### src/sv/psd_pkg.sv
`default_nettype none

package psd_pkg;

   // coordinate and arithmetic widths
   localparam int COORD_BITS = 24;
   localparam int DIFF_W     = COORD_BITS + 1;   // P-S, E-S
   localparam int PROD_W     = 2 * DIFF_W;       // one signed product
   localparam int DOT_W      = PROD_W + 1;       // sum of two products
   localparam int LEN_W      = PROD_W;           // |E-S|^2, divider operands
   localparam int REM_W      = LEN_W + 2;        // divider partial remainder
   localparam int Q_W        = DIFF_W;           // |offset| <= |E-S|
   localparam int DIV_STAGES = Q_W;              // one quotient bit per stage
   localparam int OFS_W      = DIFF_W + 2;       // P minus nearest point
   localparam int SQ_W       = 2 * OFS_W;
   localparam int DSUM_W     = SQ_W + 1;

   localparam int THR_W  = 24;
   localparam int THR2_W = 2 * THR_W;
   localparam int DIST_W = 50;
   localparam logic [DIST_W-1:0] DIST_MAX = {1'b1, {(DIST_W-1){1'b0}}};

   // register port
   localparam int CSR_DATA_W = 32;
   localparam int CSR_ADDR_W = 3;
   localparam int CSR_IDX_W  = CSR_ADDR_W - 2;
   localparam logic [CSR_IDX_W-1:0] REG_NEAR_THRESHOLD = '0;

   typedef enum logic [1:0] {
      CASE_START    = 2'd0,
      CASE_END      = 2'd1,
      CASE_INTERIOR = 2'd2
   } psd_case_type;

   typedef struct packed {
      logic signed [COORD_BITS-1:0] point_x;
      logic signed [COORD_BITS-1:0] point_y;
      logic signed [COORD_BITS-1:0] start_x;
      logic signed [COORD_BITS-1:0] start_y;
      logic signed [COORD_BITS-1:0] end_x;
      logic signed [COORD_BITS-1:0] end_y;
   } psd_req_type;

   typedef struct packed {
      logic [DIST_W-1:0] dist_squared;
      logic              is_near;
      logic [1:0]        nearest_case;
   } psd_rsp_type;

   // geometry that rides along with the divider
   typedef struct packed {
      psd_case_type             kind;
      logic signed [DIFF_W-1:0] ax;
      logic signed [DIFF_W-1:0] ay;
      logic signed [DIFF_W-1:0] cx;
      logic signed [DIFF_W-1:0] cy;
   } psd_geom_type;

   typedef struct packed {
      psd_geom_type     geom;
      logic [LEN_W-1:0] num;
      logic [LEN_W-1:0] den;
      logic [Q_W-1:0]   cx_mag;
      logic [Q_W-1:0]   cy_mag;
   } psd_front_type;

   typedef struct packed {
      psd_geom_type   geom;
      logic [Q_W-1:0] qx;
      logic [Q_W-1:0] qy;
   } psd_quot_type;

endpackage

`default_nettype wire

### src/sv/psd_csr.sv
`default_nettype none

module psd_csr (
   input  logic                                  clock,
   input  logic                                  reset,
   input  logic                                  psel,
   input  logic                                  penable,
   input  logic                                  pwrite,
   input  logic [psd_pkg::CSR_ADDR_W-1:0]        paddr,
   input  logic [psd_pkg::CSR_DATA_W-1:0]        pwdata,
   output logic [psd_pkg::CSR_DATA_W-1:0]        prdata,
   output logic                                  pready,
   output logic [psd_pkg::THR2_W-1:0]            thr2
);
   import psd_pkg::*;

   logic [THR_W-1:0]     thr_ff, thr_in;
   logic [THR2_W-1:0]    thr2_ff, thr2_in;
   logic [CSR_IDX_W-1:0] reg_idx;

   assign pready  = 1'b1;
   assign reg_idx = paddr[CSR_ADDR_W-1:2];

   always_comb begin
      thr_in = thr_ff;
      if (psel && penable && pwrite && pready && reg_idx == REG_NEAR_THRESHOLD) begin
         thr_in = pwdata[THR_W-1:0];
      end
      // threshold squared, registered off the compare path
      thr2_in = THR2_W'(thr_ff) * THR2_W'(thr_ff);
   end

   always_comb begin
      unique case (reg_idx)
         REG_NEAR_THRESHOLD: prdata = CSR_DATA_W'(thr_ff);
         default:            prdata = '0;
      endcase
   end

   always_ff @(posedge clock) begin
      if (reset) begin
         thr_ff  <= '0;
         thr2_ff <= '0;
      end else begin
         thr_ff  <= thr_in;
         thr2_ff <= thr2_in;
      end
   end

   assign thr2 = thr2_ff;

endmodule

`default_nettype wire

### config.mk
export PLATFORM = sky130hd
export DESIGN_NAME = psd_csr
export DESIGN_NICKNAME = d
export VERILOG_FILES = /design/src/sv/psd_pkg.sv /design/src/sv/psd_csr.sv
export SDC_FILE = /design/constraint.sdc
export NUM_CORES = 1
export LEC_CHECK = 0
export BUFFER_PORTS_ARGS = -buffer_cell sky130_fd_sc_hd__buf_2
export CAP_MARGIN = 20
export CORE_UTILIZATION = 41
export CTS_BUF_LIST = sky130_fd_sc_hd__clkbuf_8
export CTS_CLUSTER_DIAMETER = 80
export DETAILED_ROUTE_END_ITERATION = 10
export PLACE_DENSITY = 0.69
export SYNTH_ARGS = -nofsm -noshare
export SYNTH_HDL_FRONTEND = slang
export SYNTH_SLANG_ARGS = --single-unit
### constraint.sdc
create_clock -name clock -period 21.2 [get_ports clock]
set_input_delay 3.18 -clock clock [delete_from_list [all_inputs] [get_ports clock]]
set_output_delay 3.18 -clock clock [all_outputs]
set_load 0.02 [all_outputs]
Word-level counts from Yosys, hierarchy flattened
Index checks and enable logic that the tools add are counted.
{"block": "totals", "elab_cells": 8, "output_inout_bits": 81, "regBits": 72}
{"block": "op_classes", "n_mul": 1, "n_reduce_logical": 3, "muxes": 1, "bitwise": 1}
{"operator": "$mul 24x24->48", "count": 1}
{"operator": "$mux 24", "count": 1}
{"operator": "$logic_and 1x1->1", "count": 3}
{"operator": "$not 1->1", "count": 1}

Logic depth before layout (Yosys ltp)
{"block": "logic_depth", "word_depth": 3, "ltp_mapped": 28, "depth_no_buf": 26}

Worst setup path after synthesis
No wires, ideal clock.
{"block": "synth_path", "kind": "register -> register", "startpoint": "reg thr_ff[3]", "endpoint": "reg thr2_ff[44], in the netlist thr2[44]", "arrival_time_ns": 6.910, "setup_slack_ns": 14.169, "synth_period_minus_slack_ns": 7.031, "path_stages_with_launch": 27, "t_required_ns": 21.079, "setup_ns": 0.121, "cell_sequence": "dfxtp_1 -> clkbuf_1 -> clkbuf_1 -> nand2_1 -> fa_1 -> inv_1 -> fa_1 -> inv_1 -> fa_1 -> fa_1 -> inv_1 -> fa_1 -> fa_1 -> inv_1 -> fa_1 -> inv_1 -> ha_1 -> buf_2 -> a21oi_2 -> o311a_1 -> o211ai_1 -> and2_1 -> a311o_1 -> a21oi_2 -> o31ai_1 -> a2111oi_2 -> mux2_2"}
{"block": "synth_via", "elab_chain_cells": 1}
{"element": "start: declaration", "line_no": "psd_csr.sv:17", "source": "logic [THR_W-1:0] thr_ff, thr_in;"}
{"element": "start signal: assignment", "line_no": "psd_csr.sv:45", "source": "thr_ff <= thr_in;"}
{"element": "$mul 24x24->48", "line_no": "psd_csr.sv:30", "source": "thr2_in = THR2_W'(thr_ff) * THR2_W'(thr_ff);"}
{"element": "end signal: assignment", "line_no": "psd_csr.sv:46", "source": "thr2_ff <= thr2_in;"}
{"element": "end: declaration", "line_no": "psd_csr.sv:18", "source": "logic [THR2_W-1:0] thr2_ff, thr2_in;"}
No other way between the ends.
A chain may end at the register's enable or synchronous reset.

Worst setup path after layout
{"block": "layout_path", "startpoint": "reg thr_ff[8]", "endpoint": "reg thr2_ff[44], in the netlist thr2[44]"}
Same word-level chain as after synthesis.

==> flow_summary.json <==
{
  "outcome": "completed",
  "start_kind": "flop",
  "synthAdderAreaFrac_pct": 57.00,
  "drv_slew": 0,
  "hp-start": "thr_ff[4]$_SDFFE_PP0P_",
  "setup-violations-final": 0,
  "yosys.area.top_type": "fa_1",
  "initial_utilization_pct": 41.83,
  "leakage_nw": 11.14,
  "setup_tns_ns": 0,
  "max_slew_margin_pct": 41.05,
  "core-area_mm2": 0.04451,
  "dp.cells": 2725,
  "synthSimpleGateAreaFrac_pct": 12.75,
  "endpoint_kind": "flop",
  "clk_pin_slew_ns": 0.10,
  "worst_slack_ns": 13.35,
  "fin_crit_sh_pct": 37.03,
  "area_growth_pct": 7.197,
  "cts.repair.resized": 0,
  "synth_top_family_by_area": "adder cells",
  "vias": 13577,
  "r2r_end": "thr2[44]$_SDFF_PP0_",
  "cap_violations": 0,
  "first_iter_violations": 754,
  "post_cts_buffers": 0,
  "crit_arrival_ns": 8.16,
  "pre_cts_ws_ns": 13.35,
  "io-pin-count": 121,
  "hold_depth": 2,
  "final_util_pct": 44.84,
  "viasPerCell": 4.953,
  "root_buffer": "clkbuf_8",
  "final_area_mm2": 0.01996,
  "synth-xor-area-share_pct": 2.258,
  "r2r_slack_ns": 13.35,
  "wire_per_inst_um": 16.22,
  "grt_max_degree": 76,
  "cts_tree": "built",
  "ys_seq_area_share_pct": 7.634,
  "grt_pass1_vias": 15075,
  "timing.rr.start": "thr_ff[8]$_SDFFE_PP0P_",
  "hpwl_mm": 35.97,
  "wl_mm": 44.46,
  "ant_nets": 0,
  "fin_cells": 2741,
  "max_freq_mhz": 127.4,
  "hold_class": "flop to flop",
  "yosysTopAreaCellShare_pct": 45.37,
  "synth_edf_count": 0,
  "synthTopCellsByArea": "fa_1 (45%), inv_1 (12%), ha_1 (12%), dfxtp_1 (7.6%), nand2_1 (4.7%)",
  "gr-total-overflow": 0,
  "fillers": 4329,
  "powerDensity_mw_per_mm2": 15.97,
  "path_max_fanout": 14,
  "gp_congestion": 0.8877,
  "syn-cell-area_mm2": 0.01862,
  "synth_seq_cells": 71,
  "rsz0062_at_grt": "false",
  "numCtsBuffers": 9,
  "worstMarginPinSlew_ns": 0.8843,
  "diodes": 0,
  "ff2ff_path_depth": 24,
  "cts_num_sinks": 71,
  "io_buffers": 100,
  "finClkSkew_ns": 0.02588,
  "syn_area_per_cell_um2": 8.939,
  "peakVddDrop_v": 0.00003395,
  "ys.flop_type": "dfxtp_1",
  "final_nets": 2779,
  "finalCriticalPeriod_ns": 7.850,
  "htree_levels": 3,
  "postCtsHoldBufs": 0,
  "dpl_cell_area_mm2": 0.01974,
  "totalPowerFinal_mw": 0.3188,
  "insertion_delay_ns": 0.42,
  "netlist_instances": 2083,
  "holdWs_ns": 0.4633,
  "grt_use_total_pct": 20.42,
  "die_x_um": 215.1,
  "grt_pass1_wl_mm": 74.69,
  "register_area_mm2": 0.001421,
  "min_to": "thr_ff[4]$_SDFFE_PP0P_",
  "drive_gt1_share_pct": 7.631,
  "ys_types": 63,
  "worstPathRequired_ns": 21.51,
  "die_y_um": 215.1,
  "synth_compound_area_share_pct": 5.867,
  "hold_violations": 0,
  "async_reset_ff_share_pct": 0,
  "drc_errors": 0,
  "die-area_mm2": 0.04627,
  "muxShareOfSynthArea_pct": 0.3562,
  "synth_warnings": 0,
  "crit_type": "flop to flop",
  "clockBufferDepth": 2,
  "multi_input_area_mm2": 0.01460,
  "drt_pass1_iterations": 6,
  "antenna_found_initial": 2,
  "row_count": 77
}
## worst max-delay path, stage by stage (launching register included)
cell and delay, ns:
dfxtp_1 0.77, buf_4 0.35, nand2_1 0.11, fa_1 0.61
inv_1 0.07, fa_1 0.47, fa_1 0.49, inv_1 0.06
fa_1 0.51, inv_1 0.06, fa_1 0.48, fa_1 0.49
inv_1 0.05, fa_1 0.48, inv_1 0.05, ha_1 0.37
a21oi_2 0.23, o311a_1 0.20, o211ai_1 0.11, and2_1 0.18
a311o_1 0.33, a21oi_2 0.30, o31ai_1 0.21, a2111oi_2 0.39
mux2_2 0.39
## where the power goes
| part | leakage (nW) | internal (mW) | switching (mW) |
|---|---|---|---|
| clock | 0.114 | 0.0667 | 0.0664 |
| combinational | 10.5 | 0.0149 | 0.0340 |
| sequential | 0.573 | 0.135 | 0.00137 |
| total | 11.1 | 0.217 | 0.102 |
## cell usage after synthesis, drive strengths merged, types with 3 or more instances
cell    number
and3         3
mux2         5
clkbuf      69
a31oi        6
nor2b       31
xor2        19
a21oi       82
and2       121
fa         422
nand3        3
xnor2       29
o21bai       7
a211oi       3
nor3b        4
inv        603
nor2        82
o211ai       4
buf         17
nand4       10
ha         173
o21ai       26
nand2      231
nor3         5
a21o        19
o31ai        4
dfxtp       71
## layout by cell type (no fill, tap or decap), types with 2 or more instances in the layout
| cell | synthesis | layout |
|---|---|---|
| and2_1 | 121 | 121 |
| nor3b_1 | 4 | 4 |
| a21o_2 | 2 | 2 |
| o21bai_1 | 7 | 7 |
| bufinv_16 | 0 | 2 |
| buf_4 | 10 | 28 |
| conb_1 | 2 | 10 |
| clkbuf_8 | 0 | 9 |
| nor2_1 | 81 | 81 |
| nand4_1 | 10 | 10 |
| nor2b_1 | 31 | 31 |
| clkinv_2 | 0 | 2 |
| o22ai_1 | 2 | 2 |
| or2_2 | 2 | 2 |
| o21a_1 | 2 | 2 |
| nand2_1 | 231 | 231 |
| a21oi_1 | 80 | 80 |
| nor3_1 | 5 | 5 |
| ha_1 | 173 | 173 |
| nand2b_1 | 2 | 2 |
| a211oi_1 | 2 | 2 |
| mux2_2 | 4 | 4 |
| a21o_1 | 17 | 17 |
| inv_1 | 603 | 603 |
| xor2_1 | 19 | 19 |
| o211ai_1 | 4 | 4 |
| clkinv_4 | 0 | 2 |
| and3_1 | 3 | 3 |
| buf_2 | 1 | 100 |
| xnor2_1 | 29 | 29 |
| o31ai_1 | 4 | 4 |
| a21oi_2 | 2 | 2 |
| or3_4 | 2 | 2 |
| o21ai_0 | 24 | 24 |
| nand3_1 | 3 | 3 |
| a31oi_1 | 6 | 6 |
| fa_1 | 422 | 422 |
| dfxtp_1 | 71 | 71 |
## per-layer routing
layer	global-route usage [%]	wire length (um)	vias up
li1	-	-	6161
met1	25.52	17920	6877
met2	34.74	22040	450
met3	4.926	3327	89
met4	6.454	1175	0
met5	0	0	-
## sequential cells by signal, summed over array words and instances (netlist names)
register  cells
thr_ff       24
thr2         47
## logic make-up after synthesis
kind of cell | Yosys count
buf+inv | 689
xor+xnor | 48
compound gates | 171
other cells | 2
fa+ha+maj | 595
mux | 6
simple gates | 501
flops | 71
## cell type report
class                           count  area share (%)
Sequential cell                    71           7.121
Multi-Input combinational cell   1331           73.16
Timing Repair Buffer              128           3.561
Clock inverter                      7          0.4827
Inverter                          603           11.34
Clock buffer                        9          0.6206
Tap cell                          592           3.711
## worst max-delay path by stage
stage / start / endpoint / depth (start not counted)
floorplan: thr_ff[3]$_SDFFE_PP0P_ / thr2[44]$_SDFF_PP0_ / 26
global placement: thr_ff[8]$_SDFFE_PP0P_ / thr2[44]$_SDFF_PP0_ / 24
detailed placement: thr_ff[8]$_SDFFE_PP0P_ / thr2[44]$_SDFF_PP0_ / 24
CTS: thr_ff[8]$_SDFFE_PP0P_ / thr2[44]$_SDFF_PP0_ / 24
global route: thr_ff[0]$_SDFFE_PP0P_ / thr2[42]$_SDFF_PP0_ / 24
finish: thr_ff[8]$_SDFFE_PP0P_ / thr2[44]$_SDFF_PP0_ / 24
No activity file was read; power rests on OpenSTA's default activity.
