<file path="src/sv/psd_pkg.sv">
`default_nettype none

package psd_pkg;

   // coordinate and arithmetic widths
   localparam int COORD_BITS = 24;
   localparam int DIFF_W     = COORD_BITS + 1;   // P-S, E-S
   localparam int PROD_W     = 2 * DIFF_W;       // one signed product
   localparam int DOT_W      = PROD_W + 1;       // sum of two products
   localparam int LEN_W      = PROD_W;           // |E-S|^2, divider operands
   localparam int REM_W      = LEN_W + 2;        // divider partial remainder
   localparam int Q_W        = DIFF_W;           // |offset| <= |E-S|
   localparam int DIV_STAGES = Q_W;              // one quotient bit per stage
   localparam int OFS_W      = DIFF_W + 2;       // P minus nearest point
   localparam int SQ_W       = 2 * OFS_W;
   localparam int DSUM_W     = SQ_W + 1;

   localparam int THR_W  = 24;
   localparam int THR2_W = 2 * THR_W;
   localparam int DIST_W = 50;
   localparam logic [DIST_W-1:0] DIST_MAX = {1'b1, {(DIST_W-1){1'b0}}};

   // register port
   localparam int CSR_DATA_W = 32;
   localparam int CSR_ADDR_W = 3;
   localparam int CSR_IDX_W  = CSR_ADDR_W - 2;
   localparam logic [CSR_IDX_W-1:0] REG_NEAR_THRESHOLD = '0;

   typedef enum logic [1:0] {
      CASE_START    = 2'd0,
      CASE_END      = 2'd1,
      CASE_INTERIOR = 2'd2
   } psd_case_type;

   typedef struct packed {
      logic signed [COORD_BITS-1:0] point_x;
      logic signed [COORD_BITS-1:0] point_y;
      logic signed [COORD_BITS-1:0] start_x;
      logic signed [COORD_BITS-1:0] start_y;
      logic signed [COORD_BITS-1:0] end_x;
      logic signed [COORD_BITS-1:0] end_y;
   } psd_req_type;

   typedef struct packed {
      logic [DIST_W-1:0] dist_squared;
      logic              is_near;
      logic [1:0]        nearest_case;
   } psd_rsp_type;

   // geometry that rides along with the divider
   typedef struct packed {
      psd_case_type             kind;
      logic signed [DIFF_W-1:0] ax;
      logic signed [DIFF_W-1:0] ay;
      logic signed [DIFF_W-1:0] cx;
      logic signed [DIFF_W-1:0] cy;
   } psd_geom_type;

   typedef struct packed {
      psd_geom_type     geom;
      logic [LEN_W-1:0] num;
      logic [LEN_W-1:0] den;
      logic [Q_W-1:0]   cx_mag;
      logic [Q_W-1:0]   cy_mag;
   } psd_front_type;

   typedef struct packed {
      psd_geom_type   geom;
      logic [Q_W-1:0] qx;
      logic [Q_W-1:0] qy;
   } psd_quot_type;

endpackage

`default_nettype wire

</file>
<file path="src/sv/psd_back.sv">
`default_nettype none

module psd_back (
   input  logic                         clock,
   input  logic                         reset,
   output logic                         advance,
   input  logic                         in_valid,
   input  psd_pkg::psd_quot_type        in_data,
   input  logic [psd_pkg::THR2_W-1:0]   thr2,
   output logic                         rsp_valid,
   input  logic                         rsp_ready,
   output psd_pkg::psd_rsp_type         rsp_data
);
   import psd_pkg::*;

   typedef struct packed {
      psd_case_type            kind;
      logic signed [OFS_W-1:0] dx;
      logic signed [OFS_W-1:0] dy;
   } ofs_type;

   typedef struct packed {
      psd_case_type           kind;
      logic signed [SQ_W-1:0] x2;
      logic signed [SQ_W-1:0] y2;
   } sq_type;

   typedef struct packed {
      psd_case_type      kind;
      logic [DSUM_W-1:0] sum;
   } dsum_type;

   ofs_type     b1_in, b1_ff;
   sq_type      b2_in, b2_ff;
   dsum_type    b3_in, b3_ff;
   logic [2:0]  v_in, v_ff;
   psd_rsp_type res;
   psd_rsp_type out_in, out_ff, skid_in, skid_ff;
   logic        out_v_in, out_v_ff, skid_v_in, skid_v_ff;
   logic        take, push;

   // stage 1: P minus the nearest segment point
   always_comb begin
      logic signed [OFS_W-1:0] ox, oy, subx, suby;
      ox = $signed({2'b00, in_data.qx});
      oy = $signed({2'b00, in_data.qy});
      if (in_data.geom.cx[DIFF_W-1]) ox = -ox;
      if (in_data.geom.cy[DIFF_W-1]) oy = -oy;
      case (in_data.geom.kind)
         CASE_START: begin
            subx = '0;
            suby = '0;
         end
         CASE_END: begin
            subx = OFS_W'($signed(in_data.geom.cx));
            suby = OFS_W'($signed(in_data.geom.cy));
         end
         default: begin
            subx = ox;
            suby = oy;
         end
      endcase
      b1_in.kind = in_data.geom.kind;
      b1_in.dx   = OFS_W'($signed(in_data.geom.ax)) - subx;
      b1_in.dy   = OFS_W'($signed(in_data.geom.ay)) - suby;
   end

   // stage 2: squares
   always_comb begin
      b2_in.kind = b1_ff.kind;
      b2_in.x2   = $signed(b1_ff.dx) * $signed(b1_ff.dx);
      b2_in.y2   = $signed(b1_ff.dy) * $signed(b1_ff.dy);
   end

   // stage 3: sum of squares
   always_comb begin
      b3_in.kind = b2_ff.kind;
      b3_in.sum  = DSUM_W'($unsigned(b2_ff.x2)) + DSUM_W'($unsigned(b2_ff.y2));
   end

   // result: saturate for the output, compare the full value
   always_comb begin
      res.dist_squared = (b3_ff.sum > DSUM_W'(DIST_MAX)) ? DIST_MAX
                                                          : b3_ff.sum[DIST_W-1:0];
      res.is_near      = (b3_ff.sum < DSUM_W'(thr2));
      res.nearest_case = b3_ff.kind;
   end

   assign advance = !skid_v_ff;
   assign take    = out_v_ff && rsp_ready;
   assign push    = advance && v_ff[2];

   always_comb begin
      v_in = v_ff;
      if (advance) begin
         v_in = {v_ff[1:0], in_valid};
      end
   end

   // output register plus skid slot
   always_comb begin
      out_v_in  = out_v_ff;
      out_in    = out_ff;
      skid_v_in = skid_v_ff;
      skid_in   = skid_ff;
      if (take) begin
         out_v_in  = skid_v_ff;
         out_in    = skid_ff;
         skid_v_in = 1'b0;
      end
      if (push) begin
         if (!out_v_in) begin
            out_v_in = 1'b1;
            out_in   = res;
         end else begin
            skid_v_in = 1'b1;
            skid_in   = res;
         end
      end
   end

   always_ff @(posedge clock) begin
      if (reset) begin
         v_ff      <= '0;
         out_v_ff  <= 1'b0;
         skid_v_ff <= 1'b0;
      end else begin
         v_ff      <= v_in;
         out_v_ff  <= out_v_in;
         skid_v_ff <= skid_v_in;
      end
   end

   always_ff @(posedge clock) begin
      if (advance) begin
         b1_ff <= b1_in;
         b2_ff <= b2_in;
         b3_ff <= b3_in;
      end
      out_ff  <= out_in;
      skid_ff <= skid_in;
   end

   assign rsp_valid = out_v_ff;
   assign rsp_data  = out_ff;

endmodule

`default_nettype wire

</file>
<file path="config.mk">
export PLATFORM = sky130hd
export DESIGN_NAME = psd_back
export DESIGN_NICKNAME = d
export VERILOG_FILES = /design/src/sv/psd_pkg.sv /design/src/sv/psd_back.sv
export SDC_FILE = /design/constraint.sdc
export NUM_CORES = 2
export LEC_CHECK = 0
export ABC_CLOCK_PERIOD_IN_PS = 8400
export BUFFER_PORTS_ARGS = -buffer_cell sky130_fd_sc_hd__buf_2
export CORE_ASPECT_RATIO = 1.1
export CORE_UTILIZATION = 50
export CTS_CLUSTER_SIZE = 14
export DETAILED_ROUTE_END_ITERATION = 12
export GPL_ROUTABILITY_DRIVEN = 0
export PLACE_DENSITY = 0.69
export SKIP_CTS_REPAIR_TIMING = 1
export SYNTH_ARGS = -nofsm -noshare
export SYNTH_HDL_FRONTEND = slang
export SYNTH_SLANG_ARGS = --single-unit
</file>
<file path="constraint.sdc">
create_clock -name clock -period 8.4 [get_ports clock]
set_input_delay 1.68 -clock clock [delete_from_list [all_inputs] [get_ports clock]]
set_output_delay 1.68 -clock clock [all_outputs]
set_load 0.02 [all_outputs]
</file>
-- Yosys cells after proc, flatten, opt, wreduce, memory -nomap -nowiden
Index checks and enable logic that the tools add are counted.
- register bits after elaboration: 334
- output and inout port bits: 55
- word-level logic and storage cells: 45
- add/sub/neg operators: 5
- multipliers: 2
- magnitude comparators: 2
- eq/ne operators: 1
- muxes and demuxes: 13
- reduce and logical (&&, ||, !) cells: 5
- operator list (operator ; count):
    53-bit two-way mux ; 3
    27-bit by 27-bit multiplier with 54-bit output ; 2
    27-bit one-hot mux with 2 select lines ; 2
    54-bit by 54-bit adder with 55-bit output ; 1
    55-bit by 50-bit > comparator with 1-bit output (second input constant) ; 1
    55-bit by 48-bit less-than comparator with 1-bit output ; 1
    27-bit two-way mux ; 2
    25-bit negator with 27-bit output ; 2
    25-bit by 27-bit subtractor with 27-bit output ; 2
    50-bit two-way mux ; 1
    1-bit two-way mux ; 5
    2-bit by 1-bit equality test with 1-bit output (second input constant) ; 1
    1-bit logical AND ; 2
    2-bit logical NOT ; 1
    2-bit AND reduction ; 1
    1-bit logical NOT ; 1

-- Logic depth before layout (Yosys ltp)
- depth after elaboration: 4
- mapped depth: 29

-- Worst setup path before layout
OpenSTA, ideal clock, no wires.
- path type: register to register
- from: register skid_v_ff
- to: register skid_ff[0] (netlist name), enable pin
- arrival: 7.644 ns
- data required time: 7.935 ns
- slack: 0.291 ns
- stages on the path, launching flop included: 5
- path buffers: 1
- clock period less this slack: 8.109 ns
- path through: dfxtp_1 -> clkbuf_1 -> inv_1 -> nand2_1 -> nor2_1
- word-level cells in the longest chain between the ends: 3
- elaborated cells between the ends (all ways): 4
- ends and longest elaborated chain (what ; line ; RTL):
    start, declared ; psd_back.sv:39 ; logic out_v_in, out_v_ff, skid_v_in, skid_v_ff;
    start signal, assigned ; psd_back.sv:130 ; skid_v_ff <= skid_v_in;
    1-bit logical NOT ; psd_back.sv:89 ; assign advance = !skid_v_ff;
    via advance ; psd_back.sv:6 ; output logic advance,
    1-bit logical AND ; psd_back.sv:91 ; assign push = advance && v_ff[2];
    2-bit AND reduction (no source line) ; n/a ;
    end signal, assigned ; psd_back.sv:141 ; skid_ff <= skid_in;
    end, declared ; psd_back.sv:38 ; psd_rsp_type out_in, out_ff, skid_in, skid_ff;
The timed path passes the listed nets, and every way through them passes these cells.
A chain may end at the register's enable or synchronous reset.

==> metrics.csv <==
metric,value,unit
DPL Wire Length,141000,um
TNS Setup,0,ns
clock sinks,332,
Hold WC Path Type,reg -> reg,
arrival time worst endpoint,8.37,ns
Post-Syn Area per Cell,9.81,um2
Yosys warning count,0,
Tcrit/Tclk final,0.952,
Synth area leaders,"fa_1 43%, edfxtp_1 13%, inv_1 11%, ha_1 9.6%, nand2_1 2.9%",
I/O Buffers,258,
Syn-to-layout area delta,7.95,%
number of global-route vias before repair,50500,
clock root cell,clkbuf_16,
Critical Path Fanout Max,22,
First-pass DRT Iterations,6,
die width,347,um
RSZ-0062 raised after global routing,false,
net count reported at finish,9040,
register area,9390,um2
drt total wl,164000,um
Crit Path Category,reg -> reg,
H-tree levels,2,
max_cap viols,0,
first-pass GRT wire length,265000,um
critical path startpoint category,register,
share of cells above drive strength 1,0.0741,
CTS max path bufs,3,
Slew headroom,0.240,
cells on worst reg2reg path,23,
total gr overflow,0,
flop2flop setup slack,0.40,ns
syn_nets,8790,
Synth Register Bits,332,
fin crit period,8.00,ns
fill cell count,11300,
Fin. Hold Viols,0,
DRT iter0 DRCs,2739,
Worst-Margin Slew,1.14,ns
Post-Syn Area,65500,um2
Skew-Pair Late Insertion Delay,0.63,ns
Cell Rows,138,
most frequent cells in the layout,"1862 x inv_1, 1402 x fa_1, 502 x nand2_1, 502 x ha_1, 275 x nor2_1",
Synth Flop Type,edfxtp_1,
required time of the critical path,8.77,ns
Max Transition Viols Final,0,
Highest Clock Rate,125,MHz
placed cell count,8568,
pin count of the biggest net entering global routing,107,
reg2reg start,b1_ff[43],
number of synthesized flops with an enable pin,274,
HP Start,b1_ff[54],
post-placement setup slack,0.458,ns
cts bufs inserted,42,
CTS tree,yes,
setup ws final,0.400,ns
area of the multi-input gates,48400,um2
Clock transition at path regs,0.06,ns
DRC viols,0,
Via-to-Cell Ratio,5.29,
core outline area,129000,um2
Fin Clk Skew,0.0399,ns
synth unique cells,87,
Die Y,382,um
Crit. End Element,register,
worst flop-to-flop path endpoint,b2_ff[105],
Antenna Cells,0,
initial core utilization,0.507,
Antenna Nets Post-Route,0,
worst hold endpoint,b2_ff[108],
Hold Path Depth,0,
Synth area leader,fa_1,
cells after synthesis,6682,
Synth top area share,0.428,
register area share after synthesis,0.143,
initial antenna violation count,3,
setup violators final,0,
total track usage,0.256,
status,"finished, final reports clean",
DIE AREA,133000,um2
"commonest non-fill, non-tap cell in the layout",inv_1,
I/O pin cnt,259,
vias,45700,
Final Non-Filler Cells,8644,
Async SR Flop Fraction,0,
DR WL/cell,19.0,um
## cells in the mapped netlist (69+ instances only)
cell      instances
fa_1           1402
a21oi_1         227
nand2_1         503
o21ai_0          99
a21o_1          102
clkbuf_1        191
and3_1           69
and2_1          260
xor2_1           74
inv_1          1863
xnor2_1         195
nor2_1          277
ha_1            502
edfxtp_1        274
## cells by family (layout without fill, tap and decap cells)
family,count (synthesis),count (layout),synth area share
buffers and inverters,2072,2354,0.119
adders and majority gates,1904,1904,0.524
and+or+nand+nor,1329,1329,0.0972
AOI/OAI and AO/OA,716,716,0.0717
DFF,332,332,0.143
xor gates and xnor gates,269,269,0.0359
muxes,60,60,0.00920
## worst max path at each step
stage                   start  cells past startpoint  slack [ns]    endpoint
finish              b1_ff[43]                     23        0.40  b2_ff[105]
floorplan           skid_v_ff                      4        0.29  skid_ff[0]
CTS                 b1_ff[18]                     24        0.46   b2_ff[52]
global placement    b1_ff[41]                     27        0.60  b2_ff[105]
global route        b1_ff[43]                     23        0.05  b2_ff[105]
detailed placement  b1_ff[18]                     24        0.46   b2_ff[46]
## flip-flops by register name, indices dropped and copies added, names as in the netlist
name,cells
v_ff,3
skid_v_ff,1
rsp_data,53
b1_ff,56
rsp_valid,1
skid_ff,53
b3_ff,57
b2_ff,108
## critical path, stage by stage (launching register included)
cell      delay [ns]
edfxtp_1        1.07
nand2_1         0.21
fa_1            0.57
fa_1            0.53
fa_1            0.53
fa_1            0.52
inv_1           0.06
fa_1            0.51
fa_1            0.50
inv_1           0.05
fa_1            0.48
inv_1           0.05
ha_1            0.36
a21oi_1         0.30
o21ai_0         0.12
a21oi_1         0.52
o211ai_1        0.23
a211oi_1        0.26
buf_4           0.15
nor2_1          0.06
and3_1          0.18
o21ai_1         0.18
nor2b_1         0.19
xnor2_1         0.07
## area by class of cell
class | count | area share
inverters | 1869 | 0.0993
repair buffers | 409 | 0.0350
multi-input cells | 4278 | 0.684
clock buffers | 49 | 0.0152
flip-flops and latches | 332 | 0.133
clock inverters | 27 | 0.00375
well taps | 1680 | 0.0297
## stage by stage
| step | area [um2] | hold WS (ns) | utilization |
|---|---|---|---|
| 3_3_place_gp | 69400 | 0.408 | 0.537 |
| 4_1_cts | 70800 | 0.420 | 0.547 |
| 6_report | 70800 | 0.419 | 0.547 |
| 2_1_floorplan | 65500 | 0.400 | - |
| 5_1_grt | 70800 | 0.438 | 0.547 |
| 3_5_place_dp | 69400 | 0.406 | 0.537 |
## routing by layer
metal	GRT usage	wire length [um]	up-vias	share of wire
li1	-	-	20800	-
met4	0.0893	6170	4	0.038
met3	0.0350	10500	363	0.064
met5	0	54	-	0.00033
met1	0.318	64200	23100	0.39
met2	0.457	83000	1558	0.51
Power is not shown: default switching activity piles up to over one toggle a cycle in this logic, so the estimate is an artifact.
